<file path="config.mk">
export PLATFORM = sky130hd
export DESIGN_NAME = two_class_priority_queue_unit
export DESIGN_NICKNAME = d
export VERILOG_FILES = /design/src/hdl/tcpq_pkg.sv /design/src/hdl/tcpq_fifo.sv /design/src/hdl/tcpq_datapath.sv /design/src/hdl/tcpq_ctrl.sv /design/src/hdl/two_class_priority_queue_unit.sv
export SDC_FILE = /design/constraint.sdc
export NUM_CORES = 1
export LEC_CHECK = 0
export ABC_AREA = 1
export BUFFER_PORTS_ARGS = -buffer_cell sky130_fd_sc_hd__buf_2
export CORE_MARGIN = 5
export CORE_UTILIZATION = 25
export CTS_CLUSTER_DIAMETER = 200
export DETAILED_ROUTE_END_ITERATION = 8
export PLACE_DENSITY = 0.39
export SYNTH_ARGS = -nofsm -noshare
export SYNTH_HDL_FRONTEND = slang
export SYNTH_HIERARCHICAL = 1
export SYNTH_SLANG_ARGS = --single-unit
</file>
<file path="constraint.sdc">
create_clock -name i_clk -period 5.6 [get_ports i_clk]
set_input_delay 0.56 -clock i_clk [delete_from_list [all_inputs] [get_ports i_clk]]
set_output_delay 0.56 -clock i_clk [all_outputs]
set_load 0.05 [all_outputs]
</file>
<file path="src/hdl/tcpq_pkg.sv">
`timescale 1ns / 1ps

package tcpq_pkg;

    localparam int DEFAULT_QUEUE_DEPTH = 16;
    localparam logic [7:0] THRESHOLD_RESET = 8'd60;

    localparam logic CMD_ENQUEUE = 1'b0;
    localparam logic CMD_SERVE   = 1'b1;

    localparam logic [1:0] ST_ENQUEUED = 2'd0;
    localparam logic [1:0] ST_SERVED   = 2'd1;
    localparam logic [1:0] ST_EMPTY    = 2'd2;
    localparam logic [1:0] ST_DROPPED  = 2'd3;

    typedef struct packed {
        logic        cmd;
        logic [31:0] client_id;
        logic [7:0]  client_age;
    } t_in_item;

    typedef struct packed {
        logic [31:0] served_id;
        logic [1:0]  status;
        logic        served_priority;
    } t_out_item;

    typedef enum logic {
        S_IDLE,
        S_READ
    } t_state;

    // controller -> datapath
    typedef struct packed {
        logic accept;   // request taken this cycle
        logic deliver;  // load serve result from memory read data
    } t_ctrl;

    // datapath -> controller
    typedef struct packed {
        logic out_free;   // output register can take a result this cycle
        logic serve_hit;  // pending request is a serve with a nonempty queue
    } t_dp_status;

endpackage

</file>
<file path="src/hdl/tcpq_fifo.sv">
`timescale 1ns / 1ps

module tcpq_fifo #(
    parameter int DEPTH = tcpq_pkg::DEFAULT_QUEUE_DEPTH
) (
    input  logic        i_clk,
    input  logic        i_rst_n,
    input  logic        i_push,
    input  logic [31:0] i_wdata,
    input  logic        i_pop,
    output logic [31:0] o_rdata,
    output logic        o_empty,
    output logic        o_full
);

    localparam int AW = (DEPTH > 1) ? $clog2(DEPTH) : 1;
    localparam int CW = $clog2(DEPTH + 1);
    localparam logic [AW:0]   DEPTH_W  = (AW + 1)'(DEPTH);
    localparam logic [CW-1:0] DEPTH_C  = CW'(DEPTH);
    localparam logic [AW-1:0] LAST_IDX = AW'(DEPTH - 1);

    logic [31:0]   r_mem [DEPTH];
    logic [AW-1:0] r_head;
    logic [AW-1:0] n_head;
    logic [CW-1:0] r_count;
    logic [CW-1:0] n_count;
    logic [31:0]   r_rdata;
    logic [AW:0]   tail_sum;
    logic [AW-1:0] tail;

    assign o_empty = (r_count == '0);
    assign o_full  = (r_count == DEPTH_C);
    assign o_rdata = r_rdata;

    // tail = (head + count) mod DEPTH, count below DEPTH when pushing
    always_comb begin
        tail_sum = {1'b0, r_head} + (AW + 1)'(r_count);
        if (tail_sum >= DEPTH_W) begin
            tail_sum = tail_sum - DEPTH_W;
        end
        tail = tail_sum[AW-1:0];
    end

    always_comb begin
        n_head  = r_head;
        n_count = r_count;
        if (i_push) begin
            n_count = r_count + 1'b1;
        end else if (i_pop) begin
            n_count = r_count - 1'b1;
            n_head  = (r_head == LAST_IDX) ? '0 : r_head + 1'b1;
        end
    end

    always_ff @(posedge i_clk) begin
        if (!i_rst_n) begin
            r_head  <= '0;
            r_count <= '0;
        end else begin
            r_head  <= n_head;
            r_count <= n_count;
        end
    end

    always_ff @(posedge i_clk) begin
        if (i_push) begin
            r_mem[tail] <= i_wdata;
        end
        if (i_pop) begin
            r_rdata <= r_mem[r_head];
        end
    end

    a_no_pop_empty: assert property (@(posedge i_clk) disable iff (!i_rst_n)
        i_pop |-> !o_empty)
        else $error("pop from empty queue");

    a_no_push_full: assert property (@(posedge i_clk) disable iff (!i_rst_n)
        i_push |-> !o_full)
        else $error("push into full queue");

    a_count_bound: assert property (@(posedge i_clk) disable iff (!i_rst_n)
        r_count <= DEPTH_C)
        else $error("queue count beyond depth");

    a_pop_shrinks: assert property (@(posedge i_clk) disable iff (!i_rst_n)
        (i_pop && !i_push) |=> (r_count == $past(r_count) - 1'b1))
        else $error("pop did not reduce count");

endmodule

</file>
<file path="src/hdl/tcpq_datapath.sv">
`timescale 1ns / 1ps

module tcpq_datapath #(
    parameter int QUEUE_DEPTH = tcpq_pkg::DEFAULT_QUEUE_DEPTH
) (
    input  logic                 i_clk,
    input  logic                 i_rst_n,
    input  tcpq_pkg::t_ctrl      i_ctrl,
    output tcpq_pkg::t_dp_status o_status,
    input  tcpq_pkg::t_in_item   i_in_data,
    output logic                 o_out_valid,
    input  logic                 i_out_ready,
    output tcpq_pkg::t_out_item  o_out_data,
    input  logic                 i_cfg_valid,
    output logic                 o_cfg_ready,
    input  logic [7:0]           i_cfg_data
);

    logic [7:0]          r_thresh;
    logic                r_out_valid;
    logic                n_out_valid;
    tcpq_pkg::t_out_item r_out;
    tcpq_pkg::t_out_item n_out;
    logic                r_from_hi;

    logic        age_hi;
    logic        is_serve;
    logic        hi_push, lo_push, hi_pop, lo_pop;
    logic        hi_empty, hi_full, lo_empty, lo_full;
    logic [31:0] hi_rdata, lo_rdata;
    logic        drop;
    logic        out_free;

    assign age_hi   = (i_in_data.client_age >= r_thresh);
    assign is_serve = (i_in_data.cmd == tcpq_pkg::CMD_SERVE);
    assign drop     = age_hi ? hi_full : lo_full;

    assign hi_push = i_ctrl.accept && !is_serve && age_hi && !hi_full;
    assign lo_push = i_ctrl.accept && !is_serve && !age_hi && !lo_full;
    assign hi_pop  = i_ctrl.accept && is_serve && !hi_empty;
    assign lo_pop  = i_ctrl.accept && is_serve && hi_empty && !lo_empty;

    assign out_free           = !r_out_valid || i_out_ready;
    assign o_status.out_free  = out_free;
    assign o_status.serve_hit = is_serve && !(hi_empty && lo_empty);

    assign o_cfg_ready = 1'b1;
    assign o_out_valid = r_out_valid;
    assign o_out_data  = r_out;

    tcpq_fifo #(.DEPTH(QUEUE_DEPTH)) u_hi_fifo (
        .i_clk   (i_clk),
        .i_rst_n (i_rst_n),
        .i_push  (hi_push),
        .i_wdata (i_in_data.client_id),
        .i_pop   (hi_pop),
        .o_rdata (hi_rdata),
        .o_empty (hi_empty),
        .o_full  (hi_full)
    );

    tcpq_fifo #(.DEPTH(QUEUE_DEPTH)) u_lo_fifo (
        .i_clk   (i_clk),
        .i_rst_n (i_rst_n),
        .i_push  (lo_push),
        .i_wdata (i_in_data.client_id),
        .i_pop   (lo_pop),
        .o_rdata (lo_rdata),
        .o_empty (lo_empty),
        .o_full  (lo_full)
    );

    always_comb begin
        n_out       = r_out;
        n_out_valid = r_out_valid && !i_out_ready;
        if (i_ctrl.deliver) begin
            n_out.served_id       = r_from_hi ? hi_rdata : lo_rdata;
            n_out.status          = tcpq_pkg::ST_SERVED;
            n_out.served_priority = r_from_hi;
            n_out_valid           = 1'b1;
        end else if (i_ctrl.accept && !o_status.serve_hit) begin
            // enqueue or serve on empty: result known at once
            n_out.served_id       = '0;
            n_out.served_priority = 1'b0;
            if (is_serve) begin
                n_out.status = tcpq_pkg::ST_EMPTY;
            end else begin
                n_out.status = drop ? tcpq_pkg::ST_DROPPED : tcpq_pkg::ST_ENQUEUED;
            end
            n_out_valid = 1'b1;
        end
    end

    always_ff @(posedge i_clk) begin
        if (!i_rst_n) begin
            r_out_valid <= 1'b0;
            r_thresh    <= tcpq_pkg::THRESHOLD_RESET;
        end else begin
            r_out_valid <= n_out_valid;
            if (i_cfg_valid) begin
                r_thresh <= i_cfg_data;
            end
        end
    end

    always_ff @(posedge i_clk) begin
        r_out <= n_out;
        if (i_ctrl.accept) begin
            r_from_hi <= hi_pop;
        end
    end

endmodule

</file>
<file path="src/hdl/tcpq_ctrl.sv">
`timescale 1ns / 1ps

module tcpq_ctrl (
    input  logic                 i_clk,
    input  logic                 i_rst_n,
    input  logic                 i_in_valid,
    output logic                 o_in_ready,
    input  tcpq_pkg::t_dp_status i_status,
    output tcpq_pkg::t_ctrl      o_ctrl
);

    tcpq_pkg::t_state r_state;
    tcpq_pkg::t_state n_state;

    always_comb begin
        n_state = r_state;
        unique case (r_state)
            tcpq_pkg::S_IDLE: begin
                if (i_in_valid && i_status.out_free && i_status.serve_hit) begin
                    n_state = tcpq_pkg::S_READ;
                end
            end
            tcpq_pkg::S_READ: begin
                if (i_status.out_free) begin
                    n_state = tcpq_pkg::S_IDLE;
                end
            end
            default: n_state = tcpq_pkg::S_IDLE;
        endcase
    end

    always_comb begin
        o_in_ready     = 1'b0;
        o_ctrl.accept  = 1'b0;
        o_ctrl.deliver = 1'b0;
        unique case (r_state)
            tcpq_pkg::S_IDLE: begin
                o_in_ready    = i_status.out_free;
                o_ctrl.accept = i_in_valid && i_status.out_free;
            end
            tcpq_pkg::S_READ: begin
                o_ctrl.deliver = i_status.out_free;
            end
            default: begin
                o_in_ready = 1'b0;
            end
        endcase
    end

    always_ff @(posedge i_clk) begin
        if (!i_rst_n) begin
            r_state <= tcpq_pkg::S_IDLE;
        end else begin
            r_state <= n_state;
        end
    end

    a_accept_deliver_excl: assert property (@(posedge i_clk) disable iff (!i_rst_n)
        !(o_ctrl.accept && o_ctrl.deliver))
        else $error("accept and deliver in same cycle");

    a_hit_goes_read: assert property (@(posedge i_clk) disable iff (!i_rst_n)
        (o_ctrl.accept && i_status.serve_hit) |=> (r_state == tcpq_pkg::S_READ))
        else $error("serve hit did not start read");

    a_deliver_returns: assert property (@(posedge i_clk) disable iff (!i_rst_n)
        o_ctrl.deliver |=> (r_state == tcpq_pkg::S_IDLE))
        else $error("deliver did not return to idle");

endmodule

</file>
<file path="src/hdl/two_class_priority_queue_unit.sv">
`timescale 1ns / 1ps

// Two-class strict-priority FIFO of 32-bit client identifiers. An enqueue
// request (cmd 0) goes to the high queue when client_age is at or above the
// threshold register (reset 60), else to the low queue; a full target queue
// drops it with status 3. A serve request (cmd 1) pops the high queue first,
// then the low queue, or returns status 2 when both are empty. Each request
// yields exactly one result. Unlike enqueues and empty serves, a successful
// serve first reads the queue memory through its registered read port and
// holds the input off during its read cycle. A new request is taken in the
// cycle the previous result leaves the output register; while a result is
// stalled, the input waits. The user must write the threshold through the
// cfg channel only while the block is idle; the block does not enforce it.
module two_class_priority_queue_unit #(
    parameter int QUEUE_DEPTH = tcpq_pkg::DEFAULT_QUEUE_DEPTH
) (
    input  logic                i_clk,
    input  logic                i_rst_n,
    input  logic                i_in_valid,
    output logic                o_in_ready,
    input  tcpq_pkg::t_in_item  i_in_data,
    output logic                o_out_valid,
    input  logic                i_out_ready,
    output tcpq_pkg::t_out_item o_out_data,
    input  logic                i_cfg_valid,
    output logic                o_cfg_ready,
    input  logic [7:0]          i_cfg_data
);

    tcpq_pkg::t_ctrl      ctrl;
    tcpq_pkg::t_dp_status dp_status;

    tcpq_ctrl u_ctrl (
        .i_clk      (i_clk),
        .i_rst_n    (i_rst_n),
        .i_in_valid (i_in_valid),
        .o_in_ready (o_in_ready),
        .i_status   (dp_status),
        .o_ctrl     (ctrl)
    );

    tcpq_datapath #(.QUEUE_DEPTH(QUEUE_DEPTH)) u_datapath (
        .i_clk       (i_clk),
        .i_rst_n     (i_rst_n),
        .i_ctrl      (ctrl),
        .o_status    (dp_status),
        .i_in_data   (i_in_data),
        .o_out_valid (o_out_valid),
        .i_out_ready (i_out_ready),
        .o_out_data  (o_out_data),
        .i_cfg_valid (i_cfg_valid),
        .o_cfg_ready (o_cfg_ready),
        .i_cfg_data  (i_cfg_data)
    );

endmodule
</file>
Word-level counts from Yosys, hierarchy flattened --
Memory sizes are Yosys's and may differ from the RTL's. A register that Yosys moved wholly into a read port is not among the register bits. Cells that the tools add are included.
Operators by class: add/subtract/negate cells 10, multipliers 0, divide/modulo/power cells 0, magnitude comparators 3, eq/ne operators 4, shift-type cells 0, multiplexer cells 26, bitwise operators 3, reduce and logical (&&, ||, !) cells 33
Operators with widths (count):
- 2-to-1 mux 35 bit | 2
- 2-to-1 mux 32 bit | 1
- 2-to-1 mux 5 bit | 4
- 2-to-1 mux 4 bit | 4
- logical AND 1 bit | 15
- 2-to-1 mux 1 bit | 12
- adder 4 x 5 -> 5 bit | 2
- adder 5 x 1 -> 5 bit (second input constant) | 2
- == test 5 bit (second input constant) | 2
- >= comparator 5 bit (second input constant) | 2
- logical NOT 1 bit | 10
- logical NOT 5 bit | 2
- subtractor 5 x 1 -> 5 bit (second input constant) | 2
- adder 4 x 1 -> 4 bit (second input constant) | 2
- == test 4 bit (second input constant) | 2
- >= comparator 8 bit | 1
- subtractor 4 x 1 -> 4 bit (second input constant) | 2
- nonzero test 2 bit | 3
- 2-to-1 mux 2 bit | 2
- AND reduction 2 bit | 2
- inverter 1 bit | 3
- one-hot mux 1 bit (2 select lines) | 1
- logical OR 1 bit | 1
Storage, ports and cells: register bits after elaboration 64, latch bits 0, memory bits (writable) 1024, memory bits (read-only) 0, input port bits 54, output and inout port bits 38, word-level logic and storage cells 92, memories kept 2
Memory list:
- u_datapath.u_hi_fifo.r_mem | depth 16, width 32, read ports 1, clocked after memory_dff 1, write ports 1, line tcpq_fifo.sv:22 | logic [31:0] r_mem [DEPTH];
- u_datapath.u_lo_fifo.r_mem | depth 16, width 32, read ports 1, clocked after memory_dff 1, write ports 1, line tcpq_fifo.sv:22

Longest topological paths before layout --
word-level depth 9, gate-level depth with buffers 20, depth with buffers taken out 20

Hierarchy --
Netlist, hierarchy kept.
Modules (own cells, without submodules):
- tcpq_fifo | times used 2, cells each 2332, area an instance 23915.4 um2, seq. area each 16515.8 um2
- tcpq_datapath | times used 1, cells each 242, area an instance 2179.6 um2, seq. area each 1241.2 um2
- tcpq_ctrl | times used 1, cells each 12, area an instance 65.1 um2, seq. area each 20.0 um2

Worst setup path after synthesis --
Ideal clock, no wire load.
path type register -> register, start reg u_datapath.r_out_valid (netlist: u_datapath/o_out_valid), end reg u_datapath.u_lo_fifo.r_head[3], data arrival time 4644 ps, required time 5479 ps, setup slack 834 ps, stages on the path, launching flop included 14, buffers on the path 1, clock period less this slack 4766 ps, path through dfxtp_1 > inv_1 > nor2_1 > inv_1 > buf_4 > nand2_1 > nor2_1 > nand2_1 > nor3b_1 > nand2_1 > inv_1 > nand3_1 > o21ai_0 > nor2_1
RTL lines:
- start, declared | line tcpq_datapath.sv:20 | logic r_out_valid;
- start signal, assigned | line tcpq_datapath.sv:99 | r_out_valid <= n_out_valid;
- end signal, assigned | line tcpq_fifo.sv:60 | r_head <= n_head;
- end, declared | line tcpq_fifo.sv:23 | logic [AW-1:0] r_head;

==> qor.txt <==
Routed len/inst: 19.90 µm
Hold path endpoint: u_datapath/r_thresh[1]
WP data arrival: 4.23 ns
I/O pin count: 92
Setup Skew: 0.02251 ns
# DRC: 0
Cell Chain, Critical Path: inv_1, nor2_1, inv_1, nand2_1, nor2_1, inv_2, nor2_1, inv_1, nor2_1, nand3_1, nor2_4, buf_4
Setup CP Type: reg -> reg
Outcome: finished, final reports clean
Vias per inst: 4.147
Cells after Synth: 4918
Vias: 32200
Largest cells by area after synthesis: edfxtp_1 67%, nand2_1 12%, inv_1 7.5%
Slew @ Worst Pin: 1.139 ns
First-pass GRT wire length: 224.4 mm
CP delay by family, top: simple AND/OR/NAND/NOR gates
Yosys top cell area share: 67.28%
Max cap viols: 0
Leakage: 24.23 nW
CP max stage delay: 0.78 ns
Detail Placement HPWL: 90.51 mm
Mapped Area: 50080 µm²
Initial DRC Count: 2396
PostCTS Resize Cnt: 0
Worst r2r path cells: 12
Crit path launch type: flop
Max rail drop VDD: 0.3255 mV
Worst Hold Path Cells: 3
Total Routing Usage GR: 14.50%
First-pass iteration count of the detailed router: 6
Post-Syn Nets: 4998
Synth Register Bits: 1152
Die Width: 457.6 µm
Final nets: 5080
Synth Warn #: 6
Fin crit share: 67.21%
Hold/Removal Path Class: in -> reg
CP max FO: 21
Max Freq: 265.7 MHz
Sequential share of the synthesized area: 68.48%
CTS root buf: clkbuf_16
Vias in the first global route: 31030
Req. time, crit path: 6.07 ns
Fin. Hold Viols: 0
Clock-pin slew on the worst setup and hold paths: 0.06 ns
Hold Startpoint: i_cfg_data[1]
Synth unique cells: 34
CTS tree: done
Most common cell in the netlist: nand2_1
Syn_area_per_cell: 10.18 µm²
Final setup viols: 0
Share of layout cells above drive strength 1: 7.704%
Slew margin rel.: 23.91%
# port buffers: 90
Worst R2R Setup Slack: 1.84 ns
Clk_lat worst skew: 0.78 ns
Power per cell area: 369.6 nW/µm²
Initial antenna violation count: 4
Post-synth EDFFs: 1122
Commonest cells in the netlist: 1598 x nand2_1, 1122 x edfxtp_1, 999 x inv_1, 673 x nand3_1, 134 x buf_2
TritonCTS buffer count: 134
CTS sink count: 1152
Min Tclk post-route: 3.764 ns
Num rows: 164
DRT antenna net count: 0
Core Box Area: 199500 µm²
Die area: 209400 µm²
Final Max Slew Viols: 0
Largest net degree at the start of global routing: 143
Setup TNS Final: 0 ns
Total gr overflow: 0
Critical Path End Type: flop
Worst r2r src: u_datapath/o_out_valid
Post-synth top area cell: edfxtp_1
GPL Wtd Cong: 0.7614
Async set or reset register ratio after synthesis: 0%
Reg2reg end: u_datapath/u_hi_fifo/r_mem[12][3]
Slowest stage cell on the critical path: nor2_4
Hold Slack: 0.08685 ns
Cell mode on critical path: nor2_1
Buffer and inverter count on the worst path: 5
H-tree depth: 4
Chip height: 457.6 µm
RSZ-0062 raised after global routing: no
Top FF cell, synth: edfxtp_1
Initial cell density of the core: 25.11%
Post-layout util: 28.91%
Area grow syn2layout: 15.16%
Clock Path Buffers: 3
Routed WL: 154.5 mm
==> layer usage <==
metal	part of all wire [%]	GRT usage (%)	vias to the layer above
met5	0.0084	0	-
met4	1.7	3.365	2
met3	4.1	2.109	146
met2	46	23.14	589
met1	48	20.82	15690
li1	-	-	15770
==> layout make-up <==
type | count | area, µm²
repair buffers | 160 | 1054
well taps | 2656 | 3323
clock inverters | 66 | 521.8
diodes | 6 | 15.01
multi-input cells | 2528 | 11060
inverters | 1024 | 3864
flip-flops and latches | 1152 | 34310
clock buffers | 171 | 3522
fillers | 20860 | 141800
==> flip-flops by register name, indices dropped and copies added, names as in the netlist <==
register / count
u_ctrl/r_state: 1
u_datapath/o_out_data: 35
u_datapath/o_out_valid: 1
u_datapath/r_from_hi: 1
u_datapath/r_thresh: 8
u_datapath/u_hi_fifo/o_rdata: 32
u_datapath/u_hi_fifo/r_count: 5
u_datapath/u_hi_fifo/r_head: 4
u_datapath/u_hi_fifo/r_mem: 512
u_datapath/u_lo_fifo/o_rdata: 32
u_datapath/u_lo_fifo/r_count: 5
u_datapath/u_lo_fifo/r_head: 4
u_datapath/u_lo_fifo/r_mem: 512
==> repair_timing <==
| item | in CTS | in global routing |
|---|---|---|
| hold buffers | 6 | 0 |
| hold endpoints to repair | 6 | 0 |
| setup buffers | 0 | 0 |
==> per-stage QoR <==
| stage | worst slack, ns | area, µm² | std cells | power (mW) |
|---|---|---|---|---|
| 2_1_floorplan | 0.8343 | 50080 | 4918 | 12.06 |
| 3_5_place_dp | 1.479 | 53550 | 7514 | 13.33 |
| 4_1_cts | 1.776 | 57650 | 7757 | 21.69 |
| 6_report | 1.836 | 57670 | 7763 | 21.31 |
| 3_3_place_gp | 1.482 | 53550 | 7514 | 13.33 |
| 5_1_grt | 1.609 | 57660 | 7758 | 22.31 |
==> power by group <==
group	internal [mW]	total [mW]	leakage [nW]	switching, mW
registers	9.82	9.98	10.4	0.162
logic	0.726	3.11	11.9	2.38
clock network	4.62	8.23	1.97	3.61
==> worst register-to-register path, cell delays in order, from the launching register on <==
cell and delay [ns]:
dfxtp_1 0.30, inv_1 0.05, nor2_1 0.05, inv_1 0.10, nand2_1 0.07, nor2_1 0.23
inv_2 0.08, nor2_1 0.17, inv_1 0.10, nor2_1 0.62, nand3_1 0.51, nor2_4 0.78
buf_4 0.39
==> logic make-up after synthesis <==
kind of cell	count (synthesis)	share of synthesized area [%]
other	1	0.007489
AOI/OAI and AO/OA	81	0.8395
buffers and inverters	1238	9.970
adders and majority gates	26	0.7096
and+or+nand+nor	2412	19.85
xor gates and xnor gates	8	0.1399
DFF	1152	68.48
==> how the worst max path moves through the flow <==
stage | start | to | slack [ns] | cells after the start
4_1_cts | u_datapath/o_out_valid | u_datapath/u_hi_fifo/r_mem[12][30] | 1.78 | 12
6_report | u_datapath/o_out_valid | u_datapath/u_hi_fifo/r_mem[12][3] | 1.84 | 12
2_1_floorplan | u_datapath/o_out_valid | u_datapath/u_lo_fifo/r_head[3] | 0.83 | 13
3_5_place_dp | i_in_data[7] | u_datapath/u_lo_fifo/r_mem[9][15] | 1.48 | 8
3_3_place_gp | i_in_data[3] | u_datapath/u_lo_fifo/r_mem[9][13] | 1.48 | 9
5_1_grt | u_datapath/o_out_valid | u_datapath/u_hi_fifo/r_mem[12][8] | 1.61 | 12
==> placed cells by master, fill, tap and decap left out, types with 34 or more instances in the layout <==
cell type  netlist  routed
clkbuf_16        0     134
nor2_1         130      95
nand3_1        673     673
buf_2          134      90
clkbuf_1        20      34
clkinv_1        18      47
nand2_1       1598    1598
nor2_4           0      35
edfxtp_1      1122    1122
buf_4           42      59
o21ai_0         42      42
inv_1          999     993
Note: power is estimated with default switching activity, not from simulation.
